===== src/sv/osa_pkg.sv =====
// Shared types, constants and helpers for the name suggester.
`default_nettype none
package osa_pkg;
    localparam int MAX_NAME  = 64;
    localparam int LEN_W     = $clog2(MAX_NAME + 2);
    localparam int QADDR_W   = $clog2(MAX_NAME);
    localparam int COL_DEPTH = MAX_NAME + 1;
    localparam int CELL_W    = LEN_W;
    localparam int IDX_W     = 16;
    localparam int NAME_DEPTH = 2 * MAX_NAME;
    localparam int NADDR_W   = $clog2(NAME_DEPTH);
    localparam logic [1:0] DIST_NONE = 2'd3;
    localparam logic [1:0] LIMIT_CAP = 2'd2;

    typedef enum logic [1:0] {
        REQ_QUERY    = 2'd0,
        REQ_CAND     = 2'd1,
        REQ_CAND_END = 2'd2,
        REQ_LIST_END = 2'd3
    } t_req;

    typedef enum logic [2:0] {
        ST_IDLE = 3'b001,
        ST_RUN  = 3'b010,
        ST_CMP  = 3'b100
    } t_state;

    // min(len / 3, 2) without a divider
    function automatic logic [1:0] f_limit(input logic [LEN_W-1:0] len);
        logic [1:0] lim;
        if (len >= LEN_W'(6)) lim = LIMIT_CAP;
        else if (len >= LEN_W'(3)) lim = 2'd1;
        else lim = 2'd0;
        return lim;
    endfunction
endpackage
`default_nettype wire


===== src/sv/osa_ram.sv =====
// Generic single-write, single-read RAM with registered read data.
`default_nettype none
module osa_ram #(
    parameter int WIDTH = 8,
    parameter int DEPTH = 64
) (
    input  wire logic                     i_clk,
    input  wire logic                     i_we,
    input  wire logic [$clog2(DEPTH)-1:0] i_waddr,
    input  wire logic [WIDTH-1:0]         i_wdata,
    input  wire logic [$clog2(DEPTH)-1:0] i_raddr,
    output logic      [WIDTH-1:0]         o_rdata
);
    logic [WIDTH-1:0] r_mem [DEPTH];

    always_ff @(posedge i_clk) begin
        if (i_we) begin
            r_mem[i_waddr] <= i_wdata;
        end
        o_rdata <= r_mem[i_raddr];
    end
endmodule
`default_nettype wire


===== src/sv/osa_distance_name_suggester_unit.sv =====
// Top level of the edit-distance name suggester.
`default_nettype none
// Name suggester. Load a query name with query beats, then stream candidate
// names byte by byte, each closed by an end-of-candidate beat; an end-of-list
// beat emits one result beat (found flag, best index, best distance) and
// clears all state. The distance is the optimal-string-alignment edit
// distance, accepted only up to min(query length / 3, 2). Query beats,
// end-of-list beats and end-of-candidate beats are taken in the idle
// state. A candidate byte starts a column sweep by the single cell unit
// that sweeps one DP column entry per cycle through the column RAM; the
// read pipeline then drains and the unit returns to idle before the next
// accept. An end-of-candidate beat that ties in distance with an
// equal-length best is followed by a byte-wise name compare. No clearing
// pass follows reset.
module osa_distance_name_suggester_unit (
    input  wire logic        i_clk,
    input  wire logic        i_rst_n,
    input  wire logic        i_s_tvalid,
    output logic             o_s_tready,
    input  wire logic [23:0] i_s_tdata,  // [7:0] char_code, [23:8] candidate_index
    input  wire osa_pkg::t_req i_s_tuser, // req_type
    output logic             o_m_tvalid,
    input  wire logic        i_m_tready,
    output logic [23:0]      o_m_tdata,  // [15:0] best_index, [17:16] best_distance
    output logic             o_m_tuser   // found
);
    import osa_pkg::*;

    localparam int CADDR_W = $clog2(COL_DEPTH);

    t_state r_st, n_st;
    logic [LEN_W-1:0]  r_qlen, r_clen, r_blen, r_cmp_len;
    logic              r_too_long, r_sel, r_tie;
    logic [7:0]        r_rc0;          // most recent candidate byte
    logic [IDX_W-1:0]  r_bid;
    logic [1:0]        r_bdist;
    logic [CELL_W-1:0] r_dist;         // bottom entry of the newest column
    // column sweep
    logic [LEN_W-1:0]  r_iss, r_pi, r_j;
    logic              r_pend;
    logic [7:0]        r_c, r_p, r_qprev;
    logic [CELL_W-1:0] r_left, r_diag, r_old1, r_old2;
    // output register
    logic              r_ovalid, r_ofound;
    logic [IDX_W-1:0]  r_oidx;
    logic [1:0]        r_odist;

    logic acc;
    logic [7:0] s_char;
    logic [IDX_W-1:0] s_idx;
    assign s_char = i_s_tdata[7:0];
    assign s_idx  = i_s_tdata[8 +: IDX_W];
    assign o_s_tready = (r_st == ST_IDLE) && !(r_ovalid && i_s_tuser == REQ_LIST_END);
    assign acc = i_s_tvalid && o_s_tready;

    // issue side of the current sweep
    logic issue_run, issue_cmp;
    assign issue_run = (r_st == ST_RUN) && (r_iss <= r_qlen);
    assign issue_cmp = (r_st == ST_CMP) && (r_iss < r_cmp_len);

    // query store
    logic [7:0] q_rd;
    osa_ram #(.WIDTH(8), .DEPTH(MAX_NAME)) u_qram (
        .i_clk  (i_clk),
        .i_we   (acc && i_s_tuser == REQ_QUERY && r_qlen < LEN_W'(MAX_NAME)),
        .i_waddr(r_qlen[QADDR_W-1:0]),
        .i_wdata(s_char),
        .i_raddr(QADDR_W'(r_iss - LEN_W'(1))),
        .o_rdata(q_rd)
    );

    // column store: entry holds {previous, older}
    logic [2*CELL_W-1:0] col_rd;
    logic [CELL_W-1:0] prev_i, older_i, d_a, d_b, d_c, d_t, d_min, d_cell;
    logic trans;
    assign prev_i  = (r_j == LEN_W'(1)) ? CELL_W'(r_pi) : col_rd[2*CELL_W-1:CELL_W];
    assign older_i = col_rd[CELL_W-1:0];
    always_comb begin
        d_a = prev_i + CELL_W'(1);
        d_b = r_left + CELL_W'(1);
        d_c = r_diag + CELL_W'(q_rd != r_c);
        d_t = r_old2 + CELL_W'(1);
        d_min = (d_b < d_a) ? d_b : d_a;
        if (d_c < d_min) d_min = d_c;
        trans = (r_pi > LEN_W'(1)) && (r_j > LEN_W'(1)) && (q_rd == r_p)
                && (r_qprev == r_c);
        d_cell = (trans && d_t < d_min) ? d_t : d_min;
    end
    osa_ram #(.WIDTH(2*CELL_W), .DEPTH(COL_DEPTH)) u_colram (
        .i_clk  (i_clk),
        .i_we   (r_pend && r_st == ST_RUN),
        .i_waddr(CADDR_W'(r_pi)),
        .i_wdata({d_cell, prev_i}),
        .i_raddr(CADDR_W'(r_iss)),
        .o_rdata(col_rd)
    );

    // name buffers, duplicated so the compare reads both halves at once
    logic n_we;
    logic [NADDR_W-1:0] n_waddr, n_ra, n_rb;
    logic [7:0] name_a, name_b;
    assign n_we    = acc && i_s_tuser == REQ_CAND && r_clen < LEN_W'(MAX_NAME);
    assign n_waddr = {~r_sel, r_clen[QADDR_W-1:0]};
    assign n_ra    = {~r_sel, r_iss[QADDR_W-1:0]};
    assign n_rb    = {r_sel, r_iss[QADDR_W-1:0]};
    osa_ram #(.WIDTH(8), .DEPTH(NAME_DEPTH)) u_name_a (
        .i_clk(i_clk), .i_we(n_we), .i_waddr(n_waddr), .i_wdata(s_char),
        .i_raddr(n_ra), .o_rdata(name_a)
    );
    osa_ram #(.WIDTH(8), .DEPTH(NAME_DEPTH)) u_name_b (
        .i_clk(i_clk), .i_we(n_we), .i_waddr(n_waddr), .i_wdata(s_char),
        .i_raddr(n_rb), .o_rdata(name_b)
    );

    // end-of-candidate decision
    logic [1:0] lim;
    logic cand_ok, cand_better, cand_equal;
    assign lim = f_limit(r_qlen);
    assign cand_ok = (r_clen != '0) && (r_clen <= LEN_W'(MAX_NAME)) && !r_too_long
                     && (lim != 2'd0) && (r_dist != '0)
                     && (r_dist <= CELL_W'(lim));
    assign cand_better = cand_ok && (r_dist < CELL_W'(r_bdist));
    assign cand_equal  = cand_ok && (r_dist == CELL_W'(r_bdist));

    always_comb begin
        n_st = r_st;
        case (r_st)
            ST_IDLE: begin
                if (acc && i_s_tuser == REQ_CAND && r_clen < LEN_W'(MAX_NAME)
                    && r_qlen != '0) n_st = ST_RUN;
                if (acc && i_s_tuser == REQ_CAND_END && cand_equal
                    && r_clen == r_blen) n_st = ST_CMP;
            end
            ST_RUN:  if (!issue_run && !r_pend) n_st = ST_IDLE;
            ST_CMP:  if (!issue_cmp && !r_pend) n_st = ST_IDLE;
            default: n_st = ST_IDLE;
        endcase
    end

    always_ff @(posedge i_clk) begin
        if (!i_rst_n) begin
            r_st <= ST_IDLE;
            r_qlen <= '0; r_clen <= '0; r_blen <= '0;
            r_too_long <= 1'b0; r_sel <= 1'b0; r_tie <= 1'b0;
            r_rc0 <= '0; r_bid <= '0; r_bdist <= DIST_NONE;
            r_pend <= 1'b0; r_ovalid <= 1'b0;
        end else begin
            r_st <= n_st;
            r_pend <= issue_run || issue_cmp;
            if (issue_run || issue_cmp) r_iss <= r_iss + LEN_W'(1);
            r_pi <= r_iss;
            if (o_m_tvalid && i_m_tready) r_ovalid <= 1'b0;
            // one DP cell per cycle
            if (r_pend && r_st == ST_RUN) begin
                r_left <= d_cell; r_diag <= prev_i; r_qprev <= q_rd;
                r_old2 <= r_old1; r_old1 <= older_i; r_dist <= d_cell;
            end
            // one name byte pair per cycle
            if (r_pend && r_st == ST_CMP && name_a != name_b) r_tie <= 1'b1;
            if (acc) begin
                case (i_s_tuser)
                    REQ_QUERY: begin
                        r_clen <= '0; r_rc0 <= '0;
                        if (r_qlen < LEN_W'(MAX_NAME)) r_qlen <= r_qlen + LEN_W'(1);
                        else r_too_long <= 1'b1;
                    end
                    REQ_CAND: begin
                        if (r_clen >= LEN_W'(MAX_NAME)) begin
                            r_clen <= LEN_W'(MAX_NAME + 1);
                        end else begin
                            // start a column sweep for byte j = clen + 1
                            r_clen <= r_clen + LEN_W'(1);
                            r_j    <= r_clen + LEN_W'(1);
                            r_c    <= s_char; r_p <= r_rc0; r_rc0 <= s_char;
                            r_iss  <= LEN_W'(1);
                            r_left <= CELL_W'(r_clen) + CELL_W'(1);
                            r_diag <= CELL_W'(r_clen);
                            r_old1 <= CELL_W'(r_clen) - CELL_W'(1);
                            r_dist <= CELL_W'(r_clen) + CELL_W'(1);
                        end
                    end
                    REQ_CAND_END: begin
                        r_clen <= '0; r_rc0 <= '0;
                        if (cand_better) begin
                            r_bdist <= r_dist[1:0]; r_sel <= ~r_sel;
                            r_blen <= r_clen; r_bid <= s_idx; r_tie <= 1'b0;
                        end else if (cand_equal) begin
                            if (r_clen != r_blen) r_tie <= 1'b1;
                            r_iss <= '0; r_cmp_len <= r_clen;
                        end
                    end
                    REQ_LIST_END: begin
                        r_ovalid <= 1'b1;
                        r_ofound <= !r_tie && !r_too_long && lim != 2'd0
                                    && r_bdist <= LIMIT_CAP;
                        r_oidx  <= r_bid; r_odist <= r_bdist;
                        // drop the list state back to its reset values
                        r_qlen <= '0; r_clen <= '0; r_blen <= '0;
                        r_too_long <= 1'b0; r_sel <= 1'b0; r_tie <= 1'b0;
                        r_rc0 <= '0; r_bid <= '0; r_bdist <= DIST_NONE;
                    end
                    default: r_clen <= r_clen;
                endcase
            end
        end
    end

    assign o_m_tvalid = r_ovalid;
    assign o_m_tuser  = r_ofound;
    assign o_m_tdata  = {6'd0, r_ofound ? r_odist : 2'd0,
                         r_ofound ? r_oidx : IDX_W'(0)};
endmodule
`default_nettype wire


===== config.mk =====
export PLATFORM = sky130hd
export DESIGN_NAME = osa_distance_name_suggester_unit
export DESIGN_NICKNAME = d
export VERILOG_FILES = /design/src/sv/osa_pkg.sv /design/src/sv/osa_ram.sv /design/src/sv/osa_distance_name_suggester_unit.sv
export SDC_FILE = /design/constraint.sdc
export NUM_CORES = 2
export LEC_CHECK = 0
export BUFFER_PORTS_ARGS = -buffer_cell sky130_fd_sc_hd__buf_2
export CORE_AREA = 2 2 513 413
export DETAILED_ROUTE_END_ITERATION = 12
export DIE_AREA = 0 0 515 415
export PLACE_DENSITY_LB_ADDON = 0.25
export SYNTH_ARGS = -nofsm -noshare
export SYNTH_HDL_FRONTEND = slang
export SYNTH_SLANG_ARGS = --single-unit

===== constraint.sdc =====
create_clock -name i_clk -period 30 [get_ports i_clk]
set_input_delay 6 -clock i_clk [delete_from_list [all_inputs] [get_ports i_clk]]
set_output_delay 6 -clock i_clk [all_outputs]
set_load 0.005 [all_outputs]

==> out/metrics.cfg <==
[synth]
synth-seq-cells = 2645
synthFlopType = edfxtp_1
ys_warn_count = 0
synthCells = 4792
synth_enable_flop_cells = 2552
async_flop_share_pct = 0
synth_cell_types = 67
syn_area_per_cell_um2 = 21.69
ys_seq_area_share_pct = 75.52
synth_area_um2 = 103900

[final_layout]
final_cell_mix = 2552 x edfxtp_1, 798 x mux4_2, 256 x nor2_1
mostFrequentLayoutCell = edfxtp_1
fill_cells = 15350
nets = 4999
fin_cells = 7860
antenna_cells = 0
drive_gt1_share_pct = 27.54
syn_to_final_growth_pct = 11.07

[timing]
slew-limit-headroom_pct = 16.50
worst_clock_skew_ps = 105.1
grt_setup_unrepaired = no
fmax_mhz = 75.05
hold_viol = 0
min_period_ps = 13320
fin_crit_sh_pct = 44.41
fin_tns_setup_ps = 0
hold_ws_ps = 412.3
worstMarginPinSlew_ps = 1251
drv_slew = 0
finalSetupViolCount = 0

[cts]
clock-root-buffer = clkbuf_16
worstSkewPairLatency_ps = 900
clkSlewWorstSetupHoldPaths_ps = 70
htreeDepth = 4
numCtsBuffers = 241
clk_path_buf_depth = 3
cts_tree = yes
cts_hold_buffers = 0
cts.sinks = 2645
post_cts_buffers = 0
cts_resized = 0

[floorplan]
rows = 150
fp.coreArea_um2 = 208300
dieArea_um2 = 213700
die_height_um = 415
io_pins = 57
initial_core_util_pct = 49.89
fp.dieW_um = 515

[job]
max-cap-violations = 0

[routing]
route.detailed.drc = 0
antenna_left = 0
wl_um = 237200
first_pass_iters = 6
vias_per_cell = 6.228
vias = 48950
wl_per_cell_um = 30.18
drt_iter0_markers = 6433

[setup_path]
cp-start-kind = input port
rr_worst_depth = 33
critPathCaptureType = output pin
critPathMaxFanout = 33
crit_required_ps = 24000
arrival_ps = 7320
worstSetupPathType = input port to output pin

[grt]
grt_pass1_vias = 48840
gr-total-overflow = 0
grt_pass1_wl_um = 345500
grt_max_degree = 157
antenna_found_initial = 12
grt_usage_pct = 22.30

[status]
status = complete, no violations

[power]
p_leak_nw = 35.49
p_per_area_nw_per_um2 = 74.39
ir_worst_vdd_uv = 65.60

[worst_hold_path]
hold_path_class = flop to flop
hold_depth = 0

[place]
dp.cells = 7414
dp_hpwl_um = 138300
numPortBuffers = 50
gp_congestion = 0.8237

## synth_stat cells (19+ instances only)
| cell | count | area (µm²) |
|---|---|---|
| nand2_1 | 94 | 352.8 |
| ha_1 | 48 | 600.6 |
| mux2_2 | 38 | 427.9 |
| nor2b_1 | 47 | 294.0 |
| dfxtp_1 | 93 | 1862 |
| inv_1 | 48 | 180.2 |
| clkbuf_1 | 171 | 641.9 |
| nand3_1 | 68 | 340.3 |
| o21ai_0 | 39 | 195.2 |
| nor2_1 | 311 | 1167 |
| edfxtp_1 | 2552 | 76630 |
| mux2i_1 | 19 | 190.2 |
| a21oi_1 | 64 | 320.3 |
| xor2_1 | 49 | 429.2 |
| xnor2_1 | 34 | 297.8 |
| and2_1 | 28 | 175.2 |
| mux4_2 | 798 | 17970 |
| buf_1 | 69 | 259.0 |
| nor3b_1 | 26 | 195.2 |
## cell type report
cell class	count	area [µm²]	area share (%)
clock inverter	157	1546	1.340
inverter	50	187.7	0.1626
timing repair buffer	133	1001	0.8670
tap	2736	3423	2.965
clock buffer	289	6272	5.433
sequential	2645	78500	67.99
multi-input combinational	1850	24520	21.24
## flip-flops by register name (all words and copies together) (netlist names), 14 cells and up
signal / count
u_qram.r_mem: 512
r_oidx: 16
u_colram.r_mem: 910
r_bid: 16
u_colram.o_rdata: 14
u_name_b.r_mem: 1024
## through the flow
stage                     util [%]  worst slack (ps)  total power, W  instance area (µm²)
after floorplan                  -             17430        0.005186               104000
after global placement       51.66             16680        0.005621               107600
after detailed placement     51.66             16630        0.005650               107600
after CTS                    55.42             16640        0.008645               115400
after global routing         55.42             16510        0.008863               115400
final                        55.42             16680        0.008588               115400
## layer usage
layer / GRT usage (%) / vias to the layer above / part of all wire, %
met3: 4.378 / 304 / 8.7
met4: 4.155 / 2 / 1.6
met1: 35.48 / 26330 / 44
met2: 32.48 / 2104 / 45
met5: 0 / - / 0.0042
li1: - / 20210 / -
## report_power, final
group          internal [W]  switching [W]
Combinational      0.000497       0.000758
Clock               0.00166        0.00137
Sequential          0.00427      0.0000329
## cells by family (layout without fill, tap and decap cells)
family / Yosys count / count (layout) / synth area share [%]
xor+xnor: 83 / 83 / 0.6994
mux: 857 / 857 / 17.91
flops: 2645 / 2645 / 75.52
buf+inv: 302 / 629 / 1.122
simple gates: 672 / 672 / 3.048
fa+ha+maj: 49 / 49 / 0.5886
other cells: 1 / 6 / 0.003608
compound gates: 183 / 183 / 1.104
## worst max-delay path, cell delays in order
cell and delay (ps):
buf_2 120, ha_2 720, a21boi_0 270, buf_2 210
## final timing paths
path	from	endpoint	slack (ps)
max reg2reg	r_j[1]	r_dist[3]	19330
min reg2reg	r_rc0[2]	r_p[2]	410
min	r_rc0[2]	r_p[2]	410
max	i_s_tuser[0]	o_s_tready	16680
Power figures use the tool's default switching activity.
